===== config.mk =====
export PLATFORM = sky130hd
export DESIGN_NAME = button_gesture_decoder_unit
export DESIGN_NICKNAME = d
export VERILOG_FILES = /design/src/sv/bgd_pkg.sv /design/src/sv/bgd_cfg_regs.sv /design/src/sv/bgd_decode.sv /design/src/sv/button_gesture_decoder_unit.sv
export SDC_FILE = /design/constraint.sdc
export NUM_CORES = 1
export LEC_CHECK = 0
export ABC_AREA = 1
export BUFFER_PORTS_ARGS = -buffer_cell sky130_fd_sc_hd__buf_2
export CAP_MARGIN = 25
export CELL_PAD_IN_SITES_DETAIL_PLACEMENT = 1
export CELL_PAD_IN_SITES_GLOBAL_PLACEMENT = 2
export CORE_MARGIN = 2
export CORE_UTILIZATION = 34
export DETAILED_ROUTE_END_ITERATION = 16
export PLACE_DENSITY = 0.84
export SLEW_MARGIN = 20
export SYNTH_ARGS = -nofsm -noshare
export SYNTH_HDL_FRONTEND = slang
export SYNTH_SLANG_ARGS = --single-unit

===== constraint.sdc =====
create_clock -name clk -period 3.6 [get_ports clk]
set_clock_uncertainty 0.15 [all_clocks]
set_input_delay 0.18 -clock clk [delete_from_list [all_inputs] [get_ports clk]]
set_output_delay 0.18 -clock clk [all_outputs]
set_load 0.05 [all_outputs]

===== src/sv/bgd_pkg.sv =====
// Package for the button gesture decoder: beat payload types, configuration
// record, register indexes, event codes and reset values.
// No dependencies; every other file of the block imports it.
package bgd_pkg;

    // Widths of the counters and registers.
    localparam int unsigned DEB_W   = 8;
    localparam int unsigned HOLD_W  = 12;
    localparam int unsigned SPC_W   = 3;
    localparam int unsigned DSC_W   = 2;
    localparam int unsigned CIDX_W  = 3;
    localparam int unsigned CDATA_W = 12;

    // Reset values of the configuration registers (1 ms scan ticks).
    localparam logic [DEB_W-1:0]  DEBOUNCE_RST  = 8'd20;
    localparam logic [HOLD_W-1:0] LEARN_RST     = 12'd50;
    localparam logic [HOLD_W-1:0] CLEAR_RST     = 12'd150;
    localparam logic [HOLD_W-1:0] GAP_RST       = 12'd75;
    localparam logic [HOLD_W-1:0] POWER_OFF_RST = 12'd350;
    localparam logic [HOLD_W-1:0] MAX_HOLD_RST  = 12'd750;

    // Short press counts that change the armed states.
    localparam logic [SPC_W-1:0] SPC_MAX        = 3'd7;
    localparam logic [SPC_W-1:0] SPC_DELETE_ARM = 3'd3;
    localparam logic [SPC_W-1:0] SPC_DELETE_OFF = 3'd4;
    localparam logic [SPC_W-1:0] SPC_CLEAR_ARM  = 3'd5;
    localparam logic [SPC_W-1:0] SPC_DISARM     = 3'd6;

    // Delete steps needed for a full delete-all.
    localparam logic [DSC_W-1:0] DEL_STEPS = 2'd2;

    // Configuration register indexes.
    typedef enum logic [CIDX_W-1:0] {
        REG_DEBOUNCE  = 3'd0,
        REG_LEARN     = 3'd1,
        REG_CLEAR     = 3'd2,
        REG_GAP       = 3'd3,
        REG_POWER_OFF = 3'd4,
        REG_MAX_HOLD  = 3'd5
    } cfg_idx_t;

    // Gesture event codes.
    typedef enum logic [2:0] {
        EV_NONE      = 3'd0,
        EV_HINT      = 3'd1,
        EV_LEARN     = 3'd2,
        EV_TO_NORMAL = 3'd3,
        EV_CLEAR_NET = 3'd4,
        EV_DEL_STEP  = 3'd5,
        EV_DEL_ALL   = 3'd6,
        EV_POWER_OFF = 3'd7
    } gesture_ev_t;

    // Input beat: one scan tick.
    typedef struct packed {
        logic key_level;
        logic normal_op;
        logic limit_setting;
    } in_t;

    // Output beat: one result per tick.
    typedef struct packed {
        logic       key_held;
        logic       hold_restart;
        logic [2:0] event_res;
        logic       clear_armed;
        logic       delete_armed;
    } out_t;

    // Current configuration as seen by the decoder.
    typedef struct packed {
        logic [DEB_W-1:0]  debounce_ticks;
        logic [HOLD_W-1:0] learn_hold;
        logic [HOLD_W-1:0] clear_hold;
        logic [HOLD_W-1:0] gap_timeout;
        logic [HOLD_W-1:0] power_off_hold;
        logic [HOLD_W-1:0] max_hold;
    } cfg_t;

endpackage


===== src/sv/bgd_cfg_regs.sv =====
// Configuration register file of the button gesture decoder.
// Depends on bgd_pkg for the register indexes, widths and reset values.
module bgd_cfg_regs
    import bgd_pkg::*;
(
    input  logic               clk,
    input  logic               rst_n,
    input  logic               wr_en,
    input  logic [CIDX_W-1:0]  wr_index,
    input  logic [CDATA_W-1:0] wr_data,
    output cfg_t               cfg
);

    cfg_t cfg_reg;
    cfg_t cfg_next;

    // Decode the register index; writes beyond the list are ignored.
    always_comb
    begin
        cfg_next = cfg_reg;
        if (wr_en)
        begin
            case (cfg_idx_t'(wr_index))
                REG_DEBOUNCE:  cfg_next.debounce_ticks = wr_data[DEB_W-1:0];
                REG_LEARN:     cfg_next.learn_hold     = wr_data[HOLD_W-1:0];
                REG_CLEAR:     cfg_next.clear_hold     = wr_data[HOLD_W-1:0];
                REG_GAP:       cfg_next.gap_timeout    = wr_data[HOLD_W-1:0];
                REG_POWER_OFF: cfg_next.power_off_hold = wr_data[HOLD_W-1:0];
                REG_MAX_HOLD:  cfg_next.max_hold       = wr_data[HOLD_W-1:0];
                default:       cfg_next = cfg_reg;
            endcase
        end
    end

    // Register storage with the documented reset values.
    always_ff @(posedge clk or negedge rst_n)
    begin
        if (!rst_n)
        begin
            cfg_reg.debounce_ticks <= DEBOUNCE_RST;
            cfg_reg.learn_hold     <= LEARN_RST;
            cfg_reg.clear_hold     <= CLEAR_RST;
            cfg_reg.gap_timeout    <= GAP_RST;
            cfg_reg.power_off_hold <= POWER_OFF_RST;
            cfg_reg.max_hold       <= MAX_HOLD_RST;
        end
        else
        begin
            cfg_reg <= cfg_next;
        end
    end

    assign cfg = cfg_reg;

endmodule


===== src/sv/bgd_decode.sv =====
// Debounce counters, hold and gap counting and the gesture decision.
// Holds the decoder state; the result of a tick is combinational from the
// registered input beat. Depends on bgd_pkg.
module bgd_decode
    import bgd_pkg::*;
(
    input  logic clk,
    input  logic rst_n,
    input  logic step,
    input  in_t  item,
    input  cfg_t cfg,
    output out_t res
);

    logic [DEB_W-1:0]  press_cd_reg, press_cd_next;
    logic [DEB_W-1:0]  release_cd_reg, release_cd_next;
    logic [HOLD_W-1:0] hold_reg, hold_next;
    logic [HOLD_W-1:0] gap_reg, gap_next;
    logic [SPC_W-1:0]  spc_reg, spc_next;
    logic [DSC_W-1:0]  dsc_reg, dsc_next;
    logic              press_done_reg, press_done_next;
    logic              first_reg, first_next;
    logic              clear_reg, clear_next;
    logic              delete_reg, delete_next;
    logic              held_reg, held_next;
    logic              restart;
    gesture_ev_t       ev;
    logic [HOLD_W:0]   hold_inc;
    logic [HOLD_W:0]   gap_inc;
    logic [SPC_W-1:0]  spc_inc;
    logic [DSC_W-1:0]  dsc_inc;

    // Next state for one scan tick.
    always_comb
    begin
        press_cd_next   = press_cd_reg;
        release_cd_next = release_cd_reg;
        hold_next       = hold_reg;
        gap_next        = gap_reg;
        spc_next        = spc_reg;
        dsc_next        = dsc_reg;
        press_done_next = press_done_reg;
        first_next      = first_reg;
        clear_next      = clear_reg;
        delete_next     = delete_reg;
        held_next       = held_reg;
        restart         = 1'b0;
        ev              = EV_NONE;
        hold_inc        = {1'b0, hold_reg} + {{HOLD_W{1'b0}}, 1'b1};
        gap_inc         = {1'b0, gap_reg} + {{HOLD_W{1'b0}}, 1'b1};
        spc_inc         = (spc_reg < SPC_MAX) ? spc_reg + 3'd1 : spc_reg;
        dsc_inc         = dsc_reg + 2'd1;

        if (!item.key_level)
        begin
            // Pin reads pressed: run the press countdown.
            press_cd_next = press_cd_reg - 8'd1;
            if (press_cd_next == '0)
            begin
                press_cd_next   = cfg.debounce_ticks;
                release_cd_next = cfg.debounce_ticks;
                // An overlong hold cancels the press.
                if (hold_inc > {1'b0, cfg.max_hold})
                begin
                    hold_next       = '0;
                    held_next       = 1'b0;
                    press_done_next = 1'b1;
                end
                else
                begin
                    hold_next = hold_inc[HOLD_W-1:0];
                end

                if (!press_done_next && !item.limit_setting)
                begin
                    if (!held_next)
                    begin
                        restart   = 1'b1;
                        held_next = 1'b1;
                    end

                    if (hold_next == cfg.learn_hold && !clear_reg && !delete_reg)
                    begin
                        if (item.normal_op)
                        begin
                            ev = EV_LEARN;
                        end
                        else
                        begin
                            press_done_next = 1'b1;
                            ev              = EV_TO_NORMAL;
                        end
                    end
                    else if (hold_next == cfg.clear_hold)
                    begin
                        if (clear_reg)
                        begin
                            spc_next        = '0;
                            clear_next      = 1'b0;
                            press_done_next = 1'b1;
                            ev              = EV_CLEAR_NET;
                        end
                        else if (delete_reg)
                        begin
                            press_done_next = 1'b1;
                            // The second step completes delete-all.
                            if (dsc_inc == DEL_STEPS)
                            begin
                                dsc_next    = '0;
                                spc_next    = '0;
                                delete_next = 1'b0;
                                ev          = EV_DEL_ALL;
                            end
                            else
                            begin
                                dsc_next = dsc_inc;
                                ev       = EV_DEL_STEP;
                            end
                        end
                    end
                    else if (hold_next == cfg.power_off_hold)
                    begin
                        press_done_next = 1'b1;
                        ev              = EV_POWER_OFF;
                        held_next       = 1'b0;
                        delete_next     = 1'b0;
                        dsc_next        = '0;
                    end
                    else if (!first_reg)
                    begin
                        // First interval of a press counts as a short press.
                        first_next = 1'b1;
                        gap_next   = '0;
                        ev         = EV_HINT;
                        spc_next   = spc_inc;
                        if (spc_inc == SPC_DELETE_ARM)
                        begin
                            delete_next = 1'b1;
                        end
                        else if (spc_inc == SPC_CLEAR_ARM)
                        begin
                            clear_next  = 1'b1;
                            delete_next = 1'b0;
                        end
                        else if (spc_inc >= SPC_DISARM)
                        begin
                            delete_next = 1'b0;
                            clear_next  = 1'b0;
                        end
                        if (spc_inc == SPC_DELETE_OFF && dsc_reg == '0)
                        begin
                            delete_next = 1'b0;
                        end
                    end
                end
            end
        end
        else
        begin
            // Pin reads released: run the release countdown.
            release_cd_next = release_cd_reg - 8'd1;
            if (release_cd_next == '0)
            begin
                press_cd_next   = cfg.debounce_ticks;
                release_cd_next = cfg.debounce_ticks;
                press_done_next = 1'b0;
                hold_next       = '0;
                held_next       = 1'b0;
                first_next      = 1'b0;
                // A long enough gap drops the short press counting.
                if (gap_inc >= {1'b0, cfg.gap_timeout})
                begin
                    clear_next  = 1'b0;
                    delete_next = 1'b0;
                    spc_next    = '0;
                    dsc_next    = '0;
                    gap_next    = '0;
                end
                else
                begin
                    gap_next = gap_inc[HOLD_W-1:0];
                end
            end
        end
    end

    // State registers, updated once per accepted tick.
    always_ff @(posedge clk or negedge rst_n)
    begin
        if (!rst_n)
        begin
            press_cd_reg   <= DEBOUNCE_RST;
            release_cd_reg <= DEBOUNCE_RST;
            hold_reg       <= '0;
            gap_reg        <= '0;
            spc_reg        <= '0;
            dsc_reg        <= '0;
            press_done_reg <= 1'b0;
            first_reg      <= 1'b0;
            clear_reg      <= 1'b0;
            delete_reg     <= 1'b0;
            held_reg       <= 1'b0;
        end
        else if (step)
        begin
            press_cd_reg   <= press_cd_next;
            release_cd_reg <= release_cd_next;
            hold_reg       <= hold_next;
            gap_reg        <= gap_next;
            spc_reg        <= spc_next;
            dsc_reg        <= dsc_next;
            press_done_reg <= press_done_next;
            first_reg      <= first_next;
            clear_reg      <= clear_next;
            delete_reg     <= delete_next;
            held_reg       <= held_next;
        end
    end

    // Result of the tick.
    always_comb
    begin
        res.key_held     = held_next;
        res.hold_restart = restart;
        res.event_res    = ev;
        res.clear_armed  = clear_next;
        res.delete_armed = delete_next;
    end

endmodule


===== src/sv/button_gesture_decoder_unit.sv =====
// Button gesture decoder: one input beat per scan tick, one result beat each.
// The input register takes the accepted tick beat, and the decode logic fills the result
// register from it when the result register moves on; a result stall can hold it there.
// Throughput is one beat per cycle while the result side takes its beats, set by the
// per-beat state update; the input stalls only while both registers are full.
// Reset (rst_n, asynchronous) empties both registers and loads the
// configuration defaults and counters at once; no clearing pass is needed.
module button_gesture_decoder_unit
    import bgd_pkg::*;
(
    input  logic               clk,
    input  logic               rst_n,
    input  logic               in_valid,
    output logic               in_stall,
    input  in_t                in_data,
    output logic               out_valid,
    input  logic               out_stall,
    output out_t               out_data,
    input  logic               cfg_valid,
    output logic               cfg_ready,
    input  logic [CIDX_W-1:0]  cfg_index,
    input  logic [CDATA_W-1:0] cfg_data
);

    logic in_valid_reg, in_valid_next;
    in_t  in_data_reg;
    logic out_valid_reg, out_valid_next;
    out_t out_data_reg;
    logic advance;
    logic accept;
    cfg_t cfg;
    out_t res;

    // Configuration writes are always taken.
    assign cfg_ready = 1'b1;

    bgd_cfg_regs u_cfg (
        .clk      (clk),
        .rst_n    (rst_n),
        .wr_en    (cfg_valid & cfg_ready),
        .wr_index (cfg_index),
        .wr_data  (cfg_data),
        .cfg      (cfg)
    );

    // The result register moves on when empty or when its beat is taken.
    assign advance        = !out_valid_reg || !out_stall;
    assign in_stall       = in_valid_reg && !advance;
    assign accept         = in_valid && !in_stall;
    assign in_valid_next  = accept || (in_valid_reg && !advance);
    assign out_valid_next = advance ? in_valid_reg : out_valid_reg;

    bgd_decode u_decode (
        .clk   (clk),
        .rst_n (rst_n),
        .step  (in_valid_reg && advance),
        .item  (in_data_reg),
        .cfg   (cfg),
        .res   (res)
    );

    // Valid flags of the input and result registers.
    always_ff @(posedge clk or negedge rst_n)
    begin
        if (!rst_n)
        begin
            in_valid_reg  <= 1'b0;
            out_valid_reg <= 1'b0;
        end
        else
        begin
            in_valid_reg  <= in_valid_next;
            out_valid_reg <= out_valid_next;
        end
    end

    // Payload registers.
    always_ff @(posedge clk)
    begin
        if (accept)
        begin
            in_data_reg <= in_data;
        end
        if (in_valid_reg && advance)
        begin
            out_data_reg <= res;
        end
    end

    assign out_valid = out_valid_reg;
    assign out_data  = out_data_reg;

endmodule


# Word-level counts from Yosys, hierarchy flattened
# Index checks and enable logic that the tools add are counted.
# totals
register_bits	130
# op_classes
reduce_logical	38
bitwise	2
eq_ne	24
n_mux	111
add_sub_neg	6
n_lt_le_gt_ge	4
# op_table
cell	n
two-way mux 12 bit	15
two-way mux 1 bit	60
two-way mux 3 bit	18
two-way mux 8 bit	6
equality test 12 bit	3
adder 12 x 1 -> 13 bit (second input constant)	2
two-way mux 2 bit	12
logical NOT 8 bit	2
AND reduction 2 bit	8
subtractor 8 x 1 -> 8 bit (second input constant)	2
>= comparator 13 x 12 -> 1 bit	1
greater-than comparator 13 x 12 -> 1 bit	1
equality test 3 bit (second input constant)	4
AND reduction 10 bit	1
equality test 3 x 2 -> 1 bit (second input constant)	3
AND reduction 9 bit	1
logical NOT 1 bit	8
!= test 2 bit (second input constant)	4
AND reduction 8 bit	1
logical AND 1 bit	7
AND reduction 7 bit	1
!= test 3 x 2 -> 1 bit (second input constant)	2
!= test 3 bit (second input constant)	2
!= test 2 x 1 -> 1 bit (second input constant)	2
other kinds (16)	19

# Logic depth before layout (Yosys ltp)
# Gate-level depths: netlist (run 1).
# logic_depth
depth_word	14
mapped_depth	33
depth_no_buf	32

# By module
# From an unflattened synthesis (run 1), not the netlist that was laid out.
# unflattened
cells_unflattened	1155
hier_area_um2	8358.0
# by_module_without_submodules
module	instances	area_each_um2	seq_area_each_um2	cells_per_inst
bgd_decode	1	5210.0	1256.2	822
bgd_cfg_regs	1	2741.4	1734.2	309
button_gesture_decoder_unit	1	406.6	350.3	24

# Worst setup path after synthesis (run 1)
# Ideal clock, no wire load.
# synth_path
path_kind	register to register
from	reg u_decode.hold_reg[0]
to	reg out_data_reg, in the netlist out_data[6], data pin
stages_incl_launch_ff	26
setup_time_ps	259
period_less_slack_ps	3597
setup_slack_ps	3
n_path_buf	2
arrival_ps	3188
cell_sequence	dfrtp_1 > ha_1 > nand2_1 > nor2_2 > nand2_1 > xor2_1 > ha_1 > nand2_1 > inv_1 > nand2_1 > nand2_1 > nand3_1 > nand2_1 > inv_1 > nand2_2 > nand2_4 > buf_12 > buf_8 > nand3_1 > nand2_1 > nand3_1 > nor2_1 > nand3_1 > or2_0 > o21ai_1 > nand2_1
# synth_between
elab_chain_len	12
elab_cells_between_ends	24
cone_classes	add/sub: 1; order compare: 1; eq/ne: 3; mux: 15; reduce/logical: 4
# synth_lines
item	line_no	rtl
start, declared	bgd_decode.sv:17	logic [HOLD_W-1:0] hold_reg, hold_next;
start signal, assigned	bgd_decode.sv:208	hold_reg <= hold_next;
adder 12 x 1 -> 13 bit (*)	bgd_decode.sv:49	hold_inc = {1'b0, hold_reg} + {{HOLD_W{1'b0}}, 1'b1};
greater-than comparator 13 x 12 -> 1 bit	bgd_decode.sv:63	if (hold_inc > {1'b0, cfg.max_hold})
two-way mux 12 bit	bgd_decode.sv:63	
two-way mux 12 bit	bgd_decode.sv:58	if (press_cd_next == '0)
two-way mux 12 bit	bgd_decode.sv:54	if (!item.key_level)
equality test 12 bit (on tied branches)	bgd_decode.sv:121, bgd_decode.sv:82	
two-way mux 1 bit / logical AND 1 bit (equally long branches)	bgd_decode.sv:121, bgd_decode.sv:82	
two-way mux 1 bit / logical AND 1 bit (equally long branches)	bgd_decode.sv:94, bgd_decode.sv:82	
two-way mux 1 bit	bgd_decode.sv:82	if (hold_next == cfg.learn_hold && !clear_reg && !delete_reg)
two-way mux 1 bit (*)	bgd_decode.sv:74	if (!press_done_next && !item.limit_setting)
two-way mux 1 bit (*)	bgd_decode.sv:58	
two-way mux 1 bit (*)	bgd_decode.sv:54	
named net u_decode.held_next	bgd_decode.sv:25	logic held_reg, held_next;
end signal, assigned	button_gesture_decoder_unit.sv:86	out_data_reg <= res;
end, declared	button_gesture_decoder_unit.sv:28	out_t out_data_reg;
# The timed path passes the listed nets; every way through them passes the cells marked *. The select of a mux whose other input is x is not followed.
# A chain may end at the register's enable or synchronous reset.

# Worst setup path in the final report (run 1)
# layout_path
from	reg u_decode.hold_reg[0]
to	reg u_decode.gap_reg[8]
# layout_between
elab_chain_len	10
elab_cells_between_ends	20
cone_classes	add/sub: 1; order compare: 1; eq/ne: 6; mux: 6; reduce/logical: 6
# layout_lines
item	line_no	rtl
adder 12 x 1 -> 13 bit (*)	bgd_decode.sv:49	
greater-than comparator 13 x 12 -> 1 bit	bgd_decode.sv:63	
two-way mux 12 bit	bgd_decode.sv:63	
two-way mux 12 bit	bgd_decode.sv:58	
two-way mux 12 bit	bgd_decode.sv:54	
equality test 12 bit	bgd_decode.sv:82	
logical AND 1 bit (2 in a row)	bgd_decode.sv:82	
!= test 2 bit (no line)	-	
AND reduction 8 bit (no line) (*)	-	
end signal, assigned	bgd_decode.sv:209	gap_reg <= gap_next;
end, declared	bgd_decode.sv:18	logic [HOLD_W-1:0] gap_reg, gap_next;
# Every way passes the cells marked *; elsewhere a longest branch is shown, timed or not. The select of a mux whose other input is x is not followed.

==> results of run 1 <==
-- metal layers --
| layer | vias to the layer above | wire length [um] |
|---|---|---|
| li1 | 3713 | - |
| met1 | 3777 | 11800 |
| met2 | 118 | 13900 |
| met3 | 49 | 911 |
| met4 | 0 | 818 |
| met5 | - | 0 |
-- final cells by class --
| type | count | area, um2 |
|---|---|---|
| sequential | 130 | 3340 |
| tap | 319 | 399 |
| clock inverter | 7 | 97.6 |
| fill | 2775 | 12400 |
| timing repair buffer | 164 | 1360 |
| inverter | 139 | 522 |
| clock buffer | 25 | 517 |
| multi-input combinational | 758 | 4700 |
-- cell usage after synthesis (all sizes together) (7+ instances only) --
master,count,area [um2]
dfrtp,90,2250
o21ai,123,657
edfxtp,10,300
inv,137,514
o22ai,9,56.3
xnor2,7,61.3
a21oi,23,115
ha,33,413
nand2,318,1260
nand3,55,295
buf,9,105
nand4,11,68.8
xor2,27,236
nor2,86,378
clkbuf,17,63.8
nand3b,14,129
dfstp,30,788
nor3,18,100
-- path summary, 6_finish.rpt --
kind / depth (start not counted) / endpoint
min in group asynchronous: 2 / u_cfg.cfg[11]
min: 3 / u_cfg.cfg[47]
max in group asynchronous: 3 / u_cfg.cfg[25]
min reg2reg: 2 / u_cfg.cfg[31]
max: 30 / u_decode.gap_reg[8]
max reg2reg: 30 / u_decode.gap_reg[8]
-- stage by stage --
step                power, mW  hold WS [ns]
floorplan                4.08        -0.266
global placement         5.11         0.117
detailed placement       5.20         0.117
CTS                      7.70        0.0317
global route             8.64        0.0615
finish                   8.13        0.0478
-- critical path, delay by kind of cell, from the launching register on --
kind,cells,cell delay [ns]
flip-flops,1,0.41
AND/OR/NAND/NOR,22,2.06
adder cells (fa/ha/maj),2,0.50
AO/OA/AOI/OAI,2,0.16
XOR/XNOR,1,0.24
buffers and inverters,3,0.39
-- power by group --
part           leakage [nW]  switching [mW]  internal (mW)
sequential             1.56           0.304           1.86
combinational          3.36            2.39           1.76
clock                 0.283           0.685           1.14
-- logic make-up after synthesis --
kind of cell,count (synthesis),synth area share
XOR/XNOR,34,0.0370
AO/OA/AOI/OAI,176,0.123
flip-flops,130,0.415
buffers and inverters,165,0.0858
adder cells (fa/ha/maj),33,0.0513
other,1,0.000466
AND/OR/NAND/NOR,511,0.285
multiplexers,2,0.00249
-- repair_timing --
action                                  CTS  global route
hold buffers                              9             0
gates resized for setup                  90           107
hold endpoints to repair                 46             0
setup buffers                            24            10
pin swaps                                32            21
cloned                                    5             1
endpoints found under the setup margin   29            29
==> impl_metrics.ini, run 1 <==
[place]
post-dp-hpwl_um = 18900
port_buffers = 31
pre_cts_ws_ns = -0.513
place_congestion = 0.877
place_inst = 1462
place_area_mm2 = 0.00912

[setup_path]
start_kind = flip-flop
r2r-start = u_decode.hold_reg[0]
cp.required_ns = 3.81
slowest_delay_ns = 0.41
arrival_ns = 4.22
crit_start = u_decode.hold_reg[0]
cpMaxStageDelayCell = dfrtp_1
cp_max_fo = 6
end_kind = flip-flop
critPathKind = flip-flop to flip-flop
regToRegSetupSlack_ns = -0.41

[sta]
grt_setup_unrepaired = yes
tns_ns = -9.09
setup_viol = 28
slew_viol_final = 0
finalCritPeriodShare = 1.11
hold_viol = 0
fin_ws_ns = -0.409
tightest_slew_ns = 0.941
slew_headroom = 0.371
period_needed_ns = 4.01
fmax_mhz = 249

[power]
power_density_mw_per_mm2 = 743
vdd_drop_max_uv = 362
leakage_nw = 5.20

[global_routing]
grt_pass1_wl_um = 42700
grt_max_degree = 71
grt_pass1_vias = 7924
gr-max-usage-layer = met2
grt_usage = 0.225
gr-total-overflow = 0
grt_antenna_before_repair = 0
globalRouteMet3Util = 0.0408
use_met2 = 0.382
grt_use_met1 = 0.283

[floorplanning]
boundaryPins = 33
core_area_mm2 = 0.0233
dieArea_mm2 = 0.0249
initial_core_util = 0.345
num_rows = 56
die_w_um = 158
fp.dieH_um = 158

[clocking]
cts-htree-levels = 4
clk_latency_ns = 0.43
cts_buffer_depth = 2
clock_sinks = 130
clkSlewWorstSetupHoldPaths_ns = 0.06
cts_tree = yes
cts-root-buf = clkbuf_16
cts_made_buffers = 17

[cells_and_area]
largest_register_ffs = 68
fin_util = 0.469
antenna-diode-count = 0
final_common_cell = nand2_1
area_growth_pct = 35.9
nets = 1266
fin_area_mm2 = 0.0109
layout-drive-gt1-share = 0.328
instances_no_fill = 1542
layout_common_cells = nand2_1, inv_1, buf_4

[worst_hold_path]
min_path_type = primary input to flip-flop
min_from = cfg_data[11]

[yosys]
yosysUniqueCellTypes = 51
syn_avg_cell_area_um2 = 7.65
synth_seq_area_share = 0.415
synth_area_mm2 = 0.00805
synth_nets = 1108
synth-edff-count = 10
synth_ff_type = dfrtp_1
ys_seq_elements = 130
syn_inst = 1052
ys_warn_count = 0
async_reset_ff_frac = 0.923

[routing]
first_iter_violations = 331
wl_um = 27400
route.vias.total = 7657
viasPerCell = 4.97
routedWlPerCell_um = 17.8
drc = 0
postRouteAntennaNets = 0
firstDrtPassIters = 5

[job]
drv_cap = 0

[outcome]
status = complete, but fails checks
violations = negative setup slack
Note: power is estimated with default switching activity, not from simulation.
==> run 2, diff against run 1 <==
Settings changed: BUFFER_PORTS_ARGS -buffer_cell sky130_fd_sc_hd__buf_2 to not set, CORE_UTILIZATION 34 to 35, DONT_BUFFER_PORTS set to 1.
==> run 2 against run 1 <==
  * Critical path depth did not move
  * Final area fell by 3.2%
  * The flow still finishes with violations (negative setup slack)
  * First-iteration DRC count fell by 18%
  * Register-to-register slack got worse by 0.06 ns
  * Utilization fell by 0.10 points
  * Fmax fell by 1.4%
  * Sequential share of layout area rose by 1.0 points
==> impl_metrics.ini, run 2 (synthesis gave the netlist of run 1 again) <==
[outcome]
status = complete, but fails checks
violations = negative setup slack

[setup_path]
cp_common_cell = nand2_2
critPathKind = flip-flop to flip-flop
start_kind = flip-flop
cp.required_ns = 3.80
slowest_delay_ns = 0.38
cp_max_fo = 11
cpMaxStageDelayCell = dfrtp_1
arrival_ns = 4.27
end_kind = flip-flop

[sta]
fin_ws_ns = -0.467
hold_viol = 0
slew_viol_final = 0
tightest_slew_ns = 0.929
setup_viol = 29
period_needed_ns = 4.07
fmax_mhz = 246
tns_ns = -11.51
slew_headroom = 0.378
grt_setup_unrepaired = yes
finalCritPeriodShare = 1.13

[worst_hold_path]
min_path_type = primary input to flip-flop

[clocking]
clock_sinks = 130
cts-root-buf = clkbuf_16
cts_tree = yes
clk_latency_ns = 0.43
clkSlewWorstSetupHoldPaths_ns = 0.06
cts-htree-levels = 4
cts_buffer_depth = 2
cts_made_buffers = 17

[routing]
wl_um = 26900
postRouteAntennaNets = 0
routedWlPerCell_um = 18.2
viasPerCell = 5.13
route.vias.total = 7612
first_iter_violations = 271
firstDrtPassIters = 4
drc = 0

[power]
leakage_nw = 5.09
p_sw_mw = 3.24
swShare = 0.410
combinationalPowerShare = 0.501
power_density_mw_per_mm2 = 745
clockPowerShare = 0.222
cellInternalPower_mw = 4.65
vdd_drop_max_uv = 377
seq_power_share = 0.278

[floorplanning]
dieArea_mm2 = 0.0242
fp.dieH_um = 156
num_rows = 55
boundaryPins = 33
die_w_um = 156
initial_core_util = 0.356
core_area_mm2 = 0.0226

[global_routing]
grt_usage = 0.226
grt_pass1_vias = 8001
gr-total-overflow = 0
grt_pass1_wl_um = 42400
grt_max_degree = 121
grt_antenna_before_repair = 1

[cells_and_area]
largest_register_ffs = 68
instances_no_fill = 1483
final_common_cell = nand2_1
antenna-diode-count = 0
nets = 1241
layout-drive-gt1-share = 0.274
area_growth_pct = 31.6
fin_area_mm2 = 0.0106
layout_common_cells = nand2_1, inv_1, buf_4

[place]
place_congestion = 0.888
post-dp-hpwl_um = 18600
port_buffers = 0
place_area_mm2 = 0.00896
place_inst = 1402

[job]
drv_cap = 0
run 2: what timing repair did:
item | CTS | global route
resized for setup | 89 | 61
buffers inserted | 20 | 12
hold endpoints to repair | 159 | 0
hold buffers | 13 | 0
endpoints found under the setup margin | 29 | 29
pin swaps | 33 | 41
cloned | 2 | 2
run 2: layer usage:
metal	wire, um	track usage
met5	0	0
met2	13200	0.383
met4	562	0.0778
met1	12500	0.299
met3	672	0.0292
run 2: layout make-up:
class | count | area, um2
fill | 2724 | 12100
multi-input combinational | 757 | 4530
sequential | 130 | 3340
timing repair buffer | 140 | 1260
inverter | 139 | 522
clock buffer | 23 | 478
tap | 285 | 357
clock inverter | 9 | 106
run 2: power groups by stage:
stage / clock network (mW) / logic, mW / registers, mW
final: 1.75 / 3.95 / 2.19
after global routing: 1.84 / 4.33 / 2.24
after CTS: 1.78 / 3.63 / 2.18
after detailed placement: 0 / 3.05 / 2.20
after global placement: 0 / 2.98 / 2.19
after floorplan: 0 / 1.98 / 2.10
run 2: path summary, 6_finish.rpt:
check	start	endpoint	slack (ns)	cells after the start
worst max-delay path	u_decode.hold_reg[0]	u_decode.gap_reg[6]	-0.47	30
worst min-delay path	cfg_data[5]	u_cfg.cfg[41]	0.02	2
worst max register to register	u_decode.hold_reg[0]	u_decode.gap_reg[6]	-0.47	30
worst min register to register	u_cfg.cfg[34]	u_cfg.cfg[34]	0.34	2
max in group asynchronous	rst_n	u_cfg.cfg[0]	2.58	2
min in group asynchronous	rst_n	u_decode.gap_reg[2]	0.24	2
run 2: critical path: cells and delay by family (launching register included):
kind	cells	cell delay, ns
buffers and inverters	8	1.00
XOR/XNOR	1	0.20
AND/OR/NAND/NOR	18	1.71
AO/OA/AOI/OAI	1	0.05
adder cells (fa/ha/maj)	2	0.48
flip-flops	1	0.38
run 2: metrics by stage:
step                      total power [mW]  setup slack, ns   util  hold WS, ns
final                                 7.89           -0.467  0.468       0.0169
after global placement                5.17           -0.349  0.396       -0.254
after global routing                  8.41           -0.725  0.468       0.0189
after floorplan                       4.08          0.00280      -       -0.266
after CTS                             7.60           -0.209  0.452       0.0168
after detailed placement              5.24           -0.465  0.396       -0.254
